--- config.mk ---
export PLATFORM = sky130hd
export DESIGN_NAME = unique_value_list_engine_flat
export DESIGN_NICKNAME = d
export VERILOG_FILES = /design/src/rtl/uvl_pkg.sv /design/src/rtl/uvl_if.sv /design/src/rtl/uvl_cell.sv /design/src/rtl/uvl_ctrl.sv /design/src/rtl/unique_value_list_engine.sv /design/src/flat_wrapper.sv
export VERILOG_INCLUDE_DIRS = /design/src /design/src/rtl
export SDC_FILE = /design/constraint.sdc
export NUM_CORES = 2
export LEC_CHECK = 0
export ABC_CLOCK_PERIOD_IN_PS = 7200
export BUFFER_PORTS_ARGS = -buffer_cell sky130_fd_sc_hd__buf_2
export CAP_MARGIN = 40
export CORE_MARGIN = 4
export CORE_UTILIZATION = 45
export DETAILED_ROUTE_END_ITERATION = 7
export HOLD_SLACK_MARGIN = 0.06
export SLEW_MARGIN = 20
export SYNTH_ARGS = -nofsm -noshare
export SYNTH_HDL_FRONTEND = slang
export SYNTH_SLANG_ARGS = --single-unit
--- constraint.sdc ---
create_clock -name i_clk -period 7.2 [get_ports i_clk]
set_input_delay 0.72 -clock i_clk [delete_from_list [all_inputs] [get_ports i_clk]]
set_output_delay 0.72 -clock i_clk [all_outputs]
set_load 0.005 [all_outputs]
--- src/rtl/unique_value_list_engine_assert.svh ---
// assertion macros used by the list engine controller
`ifndef UNIQUE_VALUE_LIST_ENGINE_ASSERT_SVH
`define UNIQUE_VALUE_LIST_ENGINE_ASSERT_SVH

// same-cycle implication, disabled while reset is low
`define UVL_ASSERT_NOW(lbl, clk, rst_n, ante, cons, msg) \
    lbl: assert property (@(posedge clk) disable iff (!rst_n) (ante) |-> (cons)) \
        else $error(msg);

// next-cycle implication, disabled while reset is low
`define UVL_ASSERT_NEXT(lbl, clk, rst_n, ante, cons, msg) \
    lbl: assert property (@(posedge clk) disable iff (!rst_n) (ante) |=> (cons)) \
        else $error(msg);

`endif

--- src/rtl/uvl_pkg.sv ---
// shared constants and types of the unique value list engine
`timescale 1ns / 1ps
`default_nettype none

package uvl_pkg;

    localparam int CAPACITY = 16;
    localparam int IDX_W    = (CAPACITY > 1) ? $clog2(CAPACITY) : 1;
    localparam int CNT_W    = $clog2(CAPACITY + 1);
    localparam int VAL_W    = 32;
    localparam int FUNC_W   = 3;
    localparam int STAT_W   = 3;
    localparam int POS_W    = 4;
    localparam int CNTO_W   = 5;

    typedef enum logic [FUNC_W-1:0] {
        FN_SEARCH   = 3'd0,
        FN_PUSH_FRT = 3'd1,
        FN_PUSH_BCK = 3'd2,
        FN_SORTED   = 3'd3,
        FN_POP_FRT  = 3'd4,
        FN_POP_BCK  = 3'd5,
        FN_REMOVE   = 3'd6
    } t_func;

    typedef enum logic [STAT_W-1:0] {
        ST_OK      = 3'd0,
        ST_DUP     = 3'd1,
        ST_EMPTY   = 3'd2,
        ST_MISSING = 3'd3,
        ST_FULL    = 3'd4
    } t_status;

    typedef enum logic [1:0] {
        MODE_HOLD,
        MODE_LOAD,
        MODE_FROM_LEFT,
        MODE_FROM_RIGHT
    } t_mode;

    typedef struct packed {
        logic  cmp;
        t_mode mode;
    } t_cell_ctl;

    typedef struct packed {
        logic eq;
        logic lt;
    } t_flag;

endpackage

`default_nettype wire

--- src/rtl/uvl_if.sv ---
// valid/ready channel interfaces for operation beats and result beats
`timescale 1ns / 1ps
`default_nettype none

interface uvl_item_if import uvl_pkg::*; ();
    logic                     valid;
    logic                     ready;
    logic [FUNC_W-1:0]        func;
    logic signed [VAL_W-1:0]  value_in;

    modport source (output valid, output func, output value_in, input ready);
    modport sink   (input valid, input func, input value_in, output ready);
endinterface

interface uvl_result_if import uvl_pkg::*; ();
    logic                     valid;
    logic                     ready;
    logic [STAT_W-1:0]        status;
    logic signed [VAL_W-1:0]  value_out;
    logic [POS_W-1:0]         found_pos;
    logic [CNTO_W-1:0]        entry_count;

    modport source (output valid, output status, output value_out, output found_pos,
                    output entry_count, input ready);
    modport sink   (input valid, input status, input value_out, input found_pos,
                    input entry_count, output ready);
endinterface

`default_nettype wire

--- src/rtl/uvl_cell.sv ---
// one list cell: holds an entry, compares it to the key, shifts to neighbors
`timescale 1ns / 1ps
`default_nettype none

module uvl_cell import uvl_pkg::*; (
    input  wire                     i_clk,
    input  wire t_cell_ctl          i_ctl,
    input  wire signed [VAL_W-1:0]  i_key,
    input  wire signed [VAL_W-1:0]  i_new,
    input  wire signed [VAL_W-1:0]  i_left,
    input  wire signed [VAL_W-1:0]  i_right,
    output logic signed [VAL_W-1:0] o_entry,
    output t_flag                   o_flag
);

    logic signed [VAL_W-1:0] r_entry;
    logic signed [VAL_W-1:0] n_entry;
    t_flag                   r_flag;

    always_comb begin
        case (i_ctl.mode)
            MODE_HOLD:       n_entry = r_entry;
            MODE_LOAD:       n_entry = i_new;
            MODE_FROM_LEFT:  n_entry = i_left;
            MODE_FROM_RIGHT: n_entry = i_right;
            default:         n_entry = r_entry;
        endcase
    end

    always_ff @(posedge i_clk) begin
        r_entry <= n_entry;
        if (i_ctl.cmp) begin
            r_flag.eq <= (r_entry == i_key);
            r_flag.lt <= (r_entry < i_key);
        end
    end

    assign o_entry = r_entry;
    assign o_flag  = r_flag;

endmodule

`default_nettype wire

--- src/rtl/uvl_ctrl.sv ---
// list controller: fill count, operation decode, cell steering, result register
`timescale 1ns / 1ps
`default_nettype none
`include "unique_value_list_engine_assert.svh"

module uvl_ctrl import uvl_pkg::*; (
    input  wire                     i_clk,
    input  wire                     i_rst_n,
    uvl_item_if.sink                i_in,
    uvl_result_if.source            o_out,
    input  wire t_flag              i_flag  [CAPACITY],
    input  wire signed [VAL_W-1:0]  i_entry [CAPACITY],
    output t_cell_ctl               o_ctl   [CAPACITY],
    output logic signed [VAL_W-1:0] o_value
);

    typedef enum logic {
        S_IDLE,
        S_EXEC
    } t_state;

    t_state                  r_state;
    t_func                   r_func;
    logic signed [VAL_W-1:0] r_value;
    logic [CNT_W-1:0]        r_count;
    logic                    r_out_valid;
    logic [STAT_W-1:0]       r_status;
    logic signed [VAL_W-1:0] r_vout;
    logic [POS_W-1:0]        r_pos;
    logic [CNTO_W-1:0]       r_cnt_out;

    logic [STAT_W-1:0]       n_status;
    logic signed [VAL_W-1:0] n_vout;
    logic [POS_W-1:0]        n_pos;
    logic [CNT_W-1:0]        n_count;

    logic                    w_accept;
    logic                    w_out_free;
    logic                    w_commit;
    logic [CAPACITY-1:0]     w_occ;
    logic [CAPACITY-1:0]     w_eqq;
    logic [CAPACITY-1:0]     w_ltq;
    logic [CAPACITY-1:0]     w_sort_keep;
    logic [CAPACITY-1:0]     w_rm_keep;
    logic [CAPACITY-1:0]     w_keep;
    logic                    w_hit;
    logic                    w_full;
    logic                    w_empty;
    logic                    w_ins;
    logic                    w_del;
    logic [IDX_W-1:0]        w_hit_idx;
    logic [31:0]             w_pos32;
    logic [31:0]             w_cnt32;
    logic signed [VAL_W-1:0] w_back_val;
    t_mode                   w_mode [CAPACITY];

    assign w_accept   = i_in.valid && i_in.ready;
    assign w_out_free = !r_out_valid || o_out.ready;
    assign w_commit   = (r_state == S_EXEC) && w_out_free;

    // occupancy and qualified compare flags, count is unchanged since the compare
    always_comb begin
        w_hit_idx  = '0;
        w_back_val = '0;
        for (int i = 0; i < CAPACITY; i++) begin
            w_occ[i] = (CNT_W'(i) < r_count);
            w_eqq[i] = w_occ[i] && i_flag[i].eq;
            w_ltq[i] = w_occ[i] && i_flag[i].lt;
            if (w_eqq[i]) begin
                w_hit_idx = w_hit_idx | IDX_W'(i);
            end
        end
        for (int i = 0; i < CAPACITY; i++) begin
            // last occupied cell feeds pop back
            if (w_occ[i] && ((i == CAPACITY - 1) || !w_occ[(i + 1) % CAPACITY])) begin
                w_back_val = w_back_val | i_entry[i];
            end
        end
    end

    // cell i stays put when every cell up to it is below the value (sorted insert)
    // or when no match lies at or before it (remove)
    always_comb begin
        for (int i = 0; i < CAPACITY; i++) begin
            w_sort_keep[i] = 1'b1;
            w_rm_keep[i]   = 1'b1;
            for (int j = 0; j < CAPACITY; j++) begin
                if (j <= i) begin
                    w_sort_keep[i] = w_sort_keep[i] & w_ltq[j];
                    w_rm_keep[i]   = w_rm_keep[i] & !w_eqq[j];
                end
            end
        end
    end

    assign w_hit   = |w_eqq;
    assign w_full  = (r_count == CNT_W'(CAPACITY));
    assign w_empty = (r_count == '0);

    always_comb begin
        n_status = ST_OK;
        n_vout   = '0;
        n_pos    = '0;
        n_count  = r_count;
        w_ins    = 1'b0;
        w_del    = 1'b0;
        w_keep   = '1;
        w_pos32  = 32'(w_hit_idx);
        case (r_func)
            FN_SEARCH: begin
                if (w_hit) begin
                    n_pos = w_pos32[POS_W-1:0];
                end else begin
                    n_status = ST_MISSING;
                end
            end
            FN_PUSH_FRT, FN_PUSH_BCK, FN_SORTED: begin
                if (w_hit) begin
                    n_status = ST_DUP;
                end else if (w_full) begin
                    n_status = ST_FULL;
                end else begin
                    w_ins   = 1'b1;
                    n_count = r_count + CNT_W'(1);
                    if (r_func == FN_PUSH_FRT) begin
                        w_keep = '0;
                    end else if (r_func == FN_PUSH_BCK) begin
                        w_keep = w_occ;
                    end else begin
                        w_keep = w_sort_keep;
                    end
                end
            end
            FN_POP_FRT, FN_POP_BCK: begin
                if (w_empty) begin
                    n_status = ST_EMPTY;
                end else begin
                    n_count = r_count - CNT_W'(1);
                    if (r_func == FN_POP_FRT) begin
                        n_vout = i_entry[0];
                        w_del  = 1'b1;
                        w_keep = '0;
                    end else begin
                        n_vout = w_back_val;
                    end
                end
            end
            FN_REMOVE: begin
                if (w_hit) begin
                    w_del   = 1'b1;
                    w_keep  = w_rm_keep;
                    n_count = r_count - CNT_W'(1);
                end else begin
                    n_status = ST_MISSING;
                end
            end
            default: ;
        endcase
        w_cnt32 = 32'(n_count);
    end

    always_comb begin
        for (int i = 0; i < CAPACITY; i++) begin
            w_mode[i] = MODE_HOLD;
            if (w_commit && !w_keep[i]) begin
                if (w_del) begin
                    w_mode[i] = MODE_FROM_RIGHT;
                end else if (w_ins) begin
                    // first cell past the kept prefix takes the new value
                    if (i == 0) begin
                        w_mode[i] = MODE_LOAD;
                    end else if (w_keep[(i + CAPACITY - 1) % CAPACITY]) begin
                        w_mode[i] = MODE_LOAD;
                    end else begin
                        w_mode[i] = MODE_FROM_LEFT;
                    end
                end
            end
            o_ctl[i].cmp  = w_accept;
            o_ctl[i].mode = w_mode[i];
        end
    end

    always_ff @(posedge i_clk) begin
        if (!i_rst_n) begin
            r_state     <= S_IDLE;
            r_count     <= '0;
            r_out_valid <= 1'b0;
        end else begin
            if (w_commit) begin
                r_out_valid <= 1'b1;
            end else if (r_out_valid && o_out.ready) begin
                r_out_valid <= 1'b0;
            end
            case (r_state)
                S_IDLE: begin
                    if (w_accept) begin
                        r_state <= S_EXEC;
                        r_func  <= t_func'(i_in.func);
                        r_value <= i_in.value_in;
                    end
                end
                S_EXEC: begin
                    if (w_out_free) begin
                        r_state     <= S_IDLE;
                        r_count     <= n_count;
                        r_status    <= n_status;
                        r_vout      <= n_vout;
                        r_pos       <= n_pos;
                        r_cnt_out   <= w_cnt32[CNTO_W-1:0];
                    end
                end
                default: r_state <= S_IDLE;
            endcase
        end
    end

    assign i_in.ready        = (r_state == S_IDLE);
    assign o_out.valid       = r_out_valid;
    assign o_out.status      = r_status;
    assign o_out.value_out   = r_vout;
    assign o_out.found_pos   = r_pos;
    assign o_out.entry_count = r_cnt_out;
    assign o_value           = r_value;

    `UVL_ASSERT_NOW(a_count_max, i_clk, i_rst_n, 1'b1, r_count <= CNT_W'(CAPACITY), "fill count above capacity")
    `UVL_ASSERT_NOW(a_unique, i_clk, i_rst_n, r_state == S_EXEC, $countones(w_eqq) <= 1, "value held twice")
    `UVL_ASSERT_NEXT(a_accept_exec, i_clk, i_rst_n, w_accept, r_state == S_EXEC, "accepted beat not executed")
    `UVL_ASSERT_NOW(a_count_commit, i_clk, i_rst_n, !$stable(r_count), $past(r_state == S_EXEC), "count moved outside execute")

endmodule

`default_nettype wire

--- src/rtl/unique_value_list_engine.sv ---
// top level of the unique value list engine: controller plus a row of list cells
//
//  channel   dir  payload                                    handshake
//  i_item    in   func, value_in                             valid / ready
//  o_result  out  status, value_out, found_pos, entry_count  valid / ready
//
// the accept edge latches the compare flags in all cells at once; in the
// execute state, once the output register is free, the cells shift and the
// result beat loads. i_item.ready is high only while no operation is in flight;
// a stalled result holds the execute state until the output register is free.
// reset empties the list at once; cell contents are not cleared.
`timescale 1ns / 1ps
`default_nettype none

module unique_value_list_engine import uvl_pkg::*; (
    input  wire          i_clk,
    input  wire          i_rst_n,
    uvl_item_if.sink     i_item,
    uvl_result_if.source o_result
);

    t_cell_ctl               w_ctl   [CAPACITY];
    t_flag                   w_flag  [CAPACITY];
    logic signed [VAL_W-1:0] w_entry [CAPACITY];
    logic signed [VAL_W-1:0] w_value;

    uvl_ctrl u_ctrl (
        .i_clk   (i_clk),
        .i_rst_n (i_rst_n),
        .i_in    (i_item),
        .o_out   (o_result),
        .i_flag  (w_flag),
        .i_entry (w_entry),
        .o_ctl   (w_ctl),
        .o_value (w_value)
    );

    for (genvar g = 0; g < CAPACITY; g++) begin : g_cell
        logic signed [VAL_W-1:0] w_left;
        logic signed [VAL_W-1:0] w_right;

        if (g == 0) begin : g_first
            assign w_left = w_value;
        end else begin : g_mid_l
            assign w_left = w_entry[g-1];
        end

        if (g == CAPACITY - 1) begin : g_last
            assign w_right = w_entry[g];
        end else begin : g_mid_r
            assign w_right = w_entry[g+1];
        end

        uvl_cell u_cell (
            .i_clk   (i_clk),
            .i_ctl   (w_ctl[g]),
            .i_key   (i_item.value_in),
            .i_new   (w_value),
            .i_left  (w_left),
            .i_right (w_right),
            .o_entry (w_entry[g]),
            .o_flag  (w_flag[g])
        );
    end

endmodule

`default_nettype wire

--- src/flat_wrapper.sv ---
// flat-port wrapper written by rule: the top's interface ports become plain ports
module unique_value_list_engine_flat import uvl_pkg::*;
  (i_clk, i_rst_n, i_item_valid, i_item_func, i_item_value_in, i_item_ready, o_result_valid, o_result_status, o_result_value_out, o_result_found_pos, o_result_entry_count, o_result_ready);
  uvl_item_if i_item_i ();
  uvl_result_if o_result_i ();
  input  wire i_clk;
  input  wire i_rst_n;
  input wire logic [$bits(i_item_i.valid)-1:0] i_item_valid;
  input wire logic [$bits(i_item_i.func)-1:0] i_item_func;
  input wire logic [$bits(i_item_i.value_in)-1:0] i_item_value_in;
  output wire logic [$bits(i_item_i.ready)-1:0] i_item_ready;
  output wire logic [$bits(o_result_i.valid)-1:0] o_result_valid;
  output wire logic [$bits(o_result_i.status)-1:0] o_result_status;
  output wire logic [$bits(o_result_i.value_out)-1:0] o_result_value_out;
  output wire logic [$bits(o_result_i.found_pos)-1:0] o_result_found_pos;
  output wire logic [$bits(o_result_i.entry_count)-1:0] o_result_entry_count;
  input wire logic [$bits(o_result_i.ready)-1:0] o_result_ready;
  assign i_item_i.valid = i_item_valid;
  assign i_item_i.func = i_item_func;
  assign i_item_i.value_in = i_item_value_in;
  assign i_item_ready = i_item_i.ready;
  assign o_result_valid = o_result_i.valid;
  assign o_result_status = o_result_i.status;
  assign o_result_value_out = o_result_i.value_out;
  assign o_result_found_pos = o_result_i.found_pos;
  assign o_result_entry_count = o_result_i.entry_count;
  assign o_result_i.ready = o_result_ready;
  unique_value_list_engine u_core (.i_clk(i_clk), .i_rst_n(i_rst_n), .i_item(i_item_i), .o_result(o_result_i));
endmodule
* Word-level counts from Yosys, hierarchy flattened
Index checks and enable logic that the tools add are counted.
** Cells by class
- Add/subtract/negate cells :: 2
- Order comparisons :: 32
- Eq/ne operators :: 71
- Multiplexer cells :: 141
- Bitwise operators :: 47
- Reductions and logical operators :: 145
** Operators with widths (count)
- $pmux W32 S3 :: 14
- $mux W32 :: 17
- $eq A32 B32 Y1 :: 16
- $lt A32 B32 Y1 :: 16
- $or A32 B32 Y32 :: 15
- $mux W2 :: 66
- $pmux W32 S2 :: 2
- $mux W16 :: 7
- $logic_and A1 B1 Y1 :: 66
- $eq A2 B2 Y1 const B :: 32
- $logic_not A1 Y1 :: 48
- $pmux W16 S3 :: 1
- $lt A4 B5 Y1 const A :: 8
- $eq A2 B1 Y1 const B :: 16
- $logic_not A2 Y1 :: 16
- $mux W4 :: 8
- $and A1 B1 Y1 :: 30
- $lt A3 B5 Y1 const A :: 4
- $mux W5 :: 4
- $mux W3 :: 6
- $reduce_or A16 Y1 :: 1
- $pmux W5 S3 :: 1
- $mux W1 :: 12
- $lt A1 B5 Y1 const A :: 2
- other kinds (18) :: 30
** Storage, ports and cells
- Flip-flop bits (word level) :: 630
- Bits of input ports :: 39
- Output and inout port bits :: 46

* Logic depth before layout (Yosys ltp)
- Depth after elaboration :: 35
- Depth in mapped cells :: 20

* Modules after synthesis
A second synthesis with hierarchy kept.
** Unflattened totals
- Cells, all modules :: 5115
- Area, all modules :: 48287.6 µm²
** By module, submodules not included
- uvl_cell :: instances 16, cells an instance 256, area an instance 2491.1 µm², seq. area each 1021.0 µm²
- uvl_ctrl :: instances 1, cells an instance 1019, area an instance 8429.3 µm², seq. area each 2512.4 µm²

* Worst setup path after synthesis
No wires, ideal clock.
- Path kind :: flip-flop to flip-flop
- From :: register u_core.u_ctrl.r_count[1]
- To :: register u_core.g_cell[0].u_cell.r_entry[22], data pin
- Arrival :: 5.592 ns
- Required time :: 6.940 ns
- Path slack :: 1.349 ns
- Stages on the path, launching flop included :: 15
- Path buffers :: 4
- Clock period less this slack :: 5.851 ns
- Cells stage by stage :: dfxtp_1 > buf_2 > buf_2 > inv_1 > ha_1 > o21bai_1 > a21boi_0 > a221oi_4 > nand4_1 > o211ai_2 > buf_4 > nor3_1 > nand2_1 > buf_2 > mux2_2
** On the way
- Longest elaborated chain between the ends :: 13
- Elaborated cells between the ends (all ways) :: 60
** Ends and longest elaborated chain
- from (decl) :: RTL line uvl_ctrl.sv:25 : logic [CNT_W-1:0] r_count;
- from (signal assigned) :: RTL line uvl_ctrl.sv:206 : r_count <= n_count;
- $lt A1 B5 Y1 :: RTL line uvl_ctrl.sv:66 : w_occ[i] = (CNT_W'(i) < r_count);
- $logic_and A1 B1 Y1 :: RTL line uvl_ctrl.sv:68 : w_ltq[i] = w_occ[i] && i_flag[i].lt;
- $mux W16 :: RTL line uvl_ctrl.sv:127 : end else if (r_func == FN_PUSH_BCK) begin
- $mux W16 :: RTL line uvl_ctrl.sv:125 : if (r_func == FN_PUSH_FRT) begin
- $mux W16 :: RTL line uvl_ctrl.sv:120 : end else if (w_full) begin
- $mux W16 :: RTL line uvl_ctrl.sv:118 : if (w_hit) begin
- $pmux W16 S3 :: RTL line uvl_ctrl.sv:109 : case (r_func)
- $logic_not A1 Y1 :: RTL line uvl_ctrl.sv:165 : if (w_commit && !w_keep[i]) begin
- $logic_and A1 B1 Y1 :: RTL line uvl_ctrl.sv:165
- $mux W2 (*) :: RTL line uvl_ctrl.sv:165
- $eq A2 B2 Y1 or $eq A2 B1 Y1 (tied branches) :: RTL line uvl_cell.sv:21 : case (i_ctl.mode)
- $reduce_or A2 Y1 (no source line)
- $pmux W32 S2 (*) :: RTL line uvl_cell.sv:21
- named net u_core.g_cell[0].u_cell.n_entry[22] :: RTL line uvl_cell.sv:17 : logic signed [VAL_W-1:0] n_entry;
- to (signal assigned) :: RTL line uvl_cell.sv:31 : r_entry <= n_entry;
- to (decl) :: RTL line uvl_cell.sv:16 : logic signed [VAL_W-1:0] r_entry;
Mark *: on every way through the listed nets, which the timed path passes. The rest lies on a longest branch.
A chain may end at the register's enable or synchronous reset.

* Worst setup path after layout
- From :: register u_core.u_ctrl.r_count[1]
- To :: register u_core.g_cell[15].u_cell.r_entry[23], enable pin
** On the way
- Longest elaborated chain between the ends :: 27
- Elaborated cells between the ends (all ways) :: 119
** Ends and longest elaborated chain
- $lt A1 B5 Y1 :: RTL line uvl_ctrl.sv:66
- $logic_and A1 B1 Y1 :: RTL line uvl_ctrl.sv:68
- $and A1 B1 Y1 (14 in a row) :: RTL line uvl_ctrl.sv:89 : w_sort_keep[i] = w_sort_keep[i] & w_ltq[j];
- $mux W16 or $and A1 B1 Y1 (tied branches) :: RTL line uvl_ctrl.sv:127, uvl_ctrl.sv:89
- $mux W16 (on tied branches) :: RTL line uvl_ctrl.sv:125, uvl_ctrl.sv:127
- $mux W16 (on tied branches) :: RTL line uvl_ctrl.sv:120, uvl_ctrl.sv:125
- $mux W16 (on tied branches) :: RTL line uvl_ctrl.sv:118, uvl_ctrl.sv:120
- $pmux W16 S3 or $mux W16 (tied branches) :: RTL line uvl_ctrl.sv:109, uvl_ctrl.sv:118
- $mux W2 or $pmux W16 S3 (tied branches) :: RTL line uvl_ctrl.sv:172, uvl_ctrl.sv:109
- $mux W2 or $logic_not A1 Y1 (tied branches) :: RTL line uvl_ctrl.sv:168, uvl_ctrl.sv:165
- $mux W2 or $logic_and A1 B1 Y1 (tied branches) :: RTL line uvl_ctrl.sv:166, uvl_ctrl.sv:165
- $mux W2 (*) :: RTL line uvl_ctrl.sv:165
- $eq A2 B2 Y1 or $logic_not A2 Y1 (tied branches) :: RTL line uvl_cell.sv:21
- $reduce_or A2 Y1 (no source line) (*)
- to (signal assigned) :: RTL line uvl_cell.sv:31
- to (decl) :: RTL line uvl_cell.sv:16
Mark *: on every way between the ends. The rest lies on a longest branch, timed or not.

==> impl_metrics.ini <==
[status]
status = completed

[grt]
vias_in_the_first_global_route = 38091
gr-total-overflow = 0
grt_antenna_before_repair = 13
global_route.usage.total = 0.413
grt_max_degree = 65
grt_pass1_wl_mm = 303

[placement]
place.detailed.hpwl_mm = 152
portBuffers = 84
post_dp_cell_area_sq_um = 47200
place_congestion = 1.06
dp_slack_ns = 1.72

[timing]
layout_worst_path_cycle_share = 0.801
fmax_ghz = 0.173
timing.max_slew.rel_slack = 0.313
finalSetupViolCount = 0
worst_margin_pin_slew_ns = 1.03
fin_hold_ws_ns = 0.239
clock_skew_ns = 0.0317
timing.final.crit_period_ns = 5.76
setup_total_negative_slack_ns = 0
timing.final.max_slew_violations = 0
rsz0062_at_grt = false
final_critical_path_setup_slack_ns = 1.44
timing.final.hold_violations = 0

[setup_path]
worst-endpoint-arrival_ns = 6.09
crit_path_cell_trace = inv_1, ha_1, o21bai_1, a21boi_0, a221oi_4, and4_1, a21o_4, buf_4, a21oi_1, ha_2, inv_2, buf_12
element_type_at_the_critical_path_start = register
critical_path.top_delay_family = buffers and inverters
crit_type = register to register
worst_path_largest_cell_delay_ns = 0.73
timing.reg2reg.setup_slack_ns = 1.44
cp_num_buf_inv = 4
critPathSlowestCell = sky130_fd_sc_hd__buf_4
worst_path_required_time_ns = 7.53
setup.worst_path.end_class = register
critical_path.max_fanout = 39

[cts]
cts_sinks = 630
post_cts_buffers = 0
htree_levels = 3
clock_insertion_delay_worst_skew_ns = 0.67
ctsHoldBuffers = 0
cts.repair.resized = 0
cts.path.max_buffers = 3
inserted_clock_buffers = 77
clk_transition_reported_paths_ns = 0.06
clock_tree.root_cell = sky130_fd_sc_hd__clkbuf_16
cts_tree = built

[hold_path]
worst_hold_path_type = input pin to register

[logic_synthesis]
mappedNetlistNets = 4671
synth-xor-area-share = 0.000983
synth-edff-count = 623
synth_sequential_area_ratio = 0.423
synth-seq-cells = 630
yosys.area_share.simple = 0.105
post_synth.cell_area_avg_sq_um = 10.8
synth_async_sr_flop_share = 0
synth_flop_cell = sky130_fd_sc_hd__edfxtp_1
synth_warnings = 0
largest_family_of_logic_cells_by_synthesized_area = compound AO/OA/AOI/OAI gates
syn_area_sq_um = 44600
syn-instance-count = 4115
synth-compound-area-share = 0.236
netlist-cell-type-count = 81
synthAdderAreaFrac = 0.145
synth_mux_area_frac = 0.0537

[final_layout]
num-fill-cells = 8807
flow.area_growth_from_synthesis_pct = 11.9
post-route-cell-area_sq_um = 49900
layout.area.seq_sq_um = 18900
area_occupied_by_multi_input_gates_sq_um = 24500
final_nets = 4705
drive_gt1_frac = 0.114

[pwr]
leakage_nw = 20.0
p_total_mw = 10.8
powerDensity_nw_per_um2 = 216
irDropWorstVdd_mv = 0.173

[detailed_routing]
routed_wirelength_mm = 222
viasPerCell = 7.58
routed-via-count = 41741
detail_route.iter0.violations = 7846
remaining_drc_errors = 0
drt_pass1_iterations = 8
routed_wire_length_per_instance_um = 40.2
ant_nets = 0

[die]
floorplan_row_count = 115
io-pin-count = 85
core_sq_um = 98300
die-area_sq_um = 104000
die-height_um = 323
dieWidth_um = 323
floorplan.initialDensity = 0.453

[job]
cap_viol_max_count = 0
[stage by stage]
step | utilization | instances
2_1_floorplan | - | 4115
3_3_place_gp | 0.475 | 5320
3_5_place_dp | 0.481 | 5350
4_1_cts | 0.506 | 5488
5_1_grt | 0.507 | 5495
6_report | 0.507 | 5508
[power breakdown]
group          internal, mW  switching (mW)
registers              4.28           0.276
clock network          2.25            1.72
logic                 0.753            1.50
total                  7.28            3.50
[metal layers]
metal  wire, um  global-route usage  vias to the layer above  share of wire
met5         27                   0                        -        0.00012
met1      82700               0.551                    20197           0.37
li1           -                   -                    16789              -
met3      36500               0.165                      808           0.16
met2      88100               0.575                     3943           0.40
met4      14400               0.216                        4          0.065
[cells in the mapped netlist, types with 21 or more instances]
library cell	instances	area (sq um)
sky130_fd_sc_hd__nor2_1	154	578
sky130_fd_sc_hd__o21a_1	26	195
sky130_fd_sc_hd__clkbuf_1	183	687
sky130_fd_sc_hd__and2_1	44	275
sky130_fd_sc_hd__a2bb2oi_1	129	1130
sky130_fd_sc_hd__nor4_1	21	131
sky130_fd_sc_hd__nor3_1	49	245
sky130_fd_sc_hd__o22ai_1	139	870
sky130_fd_sc_hd__mux2i_1	203	2030
sky130_fd_sc_hd__mux2_2	32	360
sky130_fd_sc_hd__a221oi_1	49	429
sky130_fd_sc_hd__nand3_1	38	190
sky130_fd_sc_hd__buf_2	73	365
sky130_fd_sc_hd__ha_1	517	6470
sky130_fd_sc_hd__o21ai_0	170	851
sky130_fd_sc_hd__a21oi_1	253	1270
sky130_fd_sc_hd__inv_1	105	394
sky130_fd_sc_hd__o31ai_1	32	240
sky130_fd_sc_hd__and3_1	114	713
sky130_fd_sc_hd__a221o_1	165	1650
sky130_fd_sc_hd__nand4_1	169	1060
sky130_fd_sc_hd__a21o_1	161	1210
sky130_fd_sc_hd__nand2_1	207	777
sky130_fd_sc_hd__a22oi_1	202	1520
sky130_fd_sc_hd__edfxtp_1	623	18700
sky130_fd_sc_hd__a31oi_1	24	150
[final timing paths]
check / startpoint / endpoint / cells after the start
max: u_core.u_ctrl.r_count[1]$_SDFFE_PN0P_ / u_core.g_cell[15].u_cell.o_entry[23]$_DFFE_PN_ / 12
min: i_item_func[0] / u_core.u_ctrl.r_func[0]$_DFFE_PP_ / 1
max reg2reg: u_core.u_ctrl.r_count[1]$_SDFFE_PN0P_ / u_core.g_cell[15].u_cell.o_entry[23]$_DFFE_PN_ / 12
min reg2reg: u_core.u_ctrl.r_state$_SDFF_PN0_ / u_core.u_ctrl.o_out.valid$_SDFFE_PN0P_ / 2
[state kept, by name, indices dropped and copies added (netlist names)]
| register | count |
|---|---|
| u_core.u_ctrl.o_out.status | 3 |
| u_core.u_ctrl.o_out.found_pos | 4 |
| u_core.u_ctrl.o_out.entry_count | 5 |
| u_core.u_ctrl.o_out.value_out | 32 |
| u_core.g_cell.u_cell.o_entry | 512 |
| u_core.u_ctrl.r_count | 5 |
| u_core.u_ctrl.o_out.valid | 1 |
| u_core.u_ctrl.o_value | 32 |
| u_core.u_ctrl.r_state | 1 |
| u_core.u_ctrl.r_func | 3 |
| u_core.g_cell.u_cell.o_flag | 32 |
[layout make-up]
| cell class | instances | area share |
|---|---|---|
| flip-flops and latches | 630 | 0.378 |
| clock buffers | 92 | 0.0411 |
| diodes | 13 | 0.000653 |
| clock inverters | 46 | 0.00821 |
| multi-input cells | 3099 | 0.491 |
| repair buffers | 235 | 0.0406 |
| well taps | 1287 | 0.0323 |
| inverters | 106 | 0.00803 |
[cells in the final DEF (no fill, tap or decap), drive strengths merged, types with 37 or more instances in the layout]
master and instances:
a21o 161, a21oi 256, a221o 165, a221oi 50, a22oi 202, a2bb2oi 129, and2 44, and3 114
buf 235, clkbuf 92, clkinv 37, edfxtp 623, ha 517, inv 107, mux2i 203, nand2 207
nand3 38, nand4 171, nor2 155, nor3 58, o21ai 175, o22ai 139
[kinds of logic after synthesis]
kind of cell | after synthesis
AOI/OAI and AO/OA | 1460
xor gates and xnor gates | 5
adders and majority gates | 517
buffers and inverters | 386
DFF | 630
muxes | 235
and+or+nand+nor | 882
No activity file was read; power rests on OpenSTA's default activity.
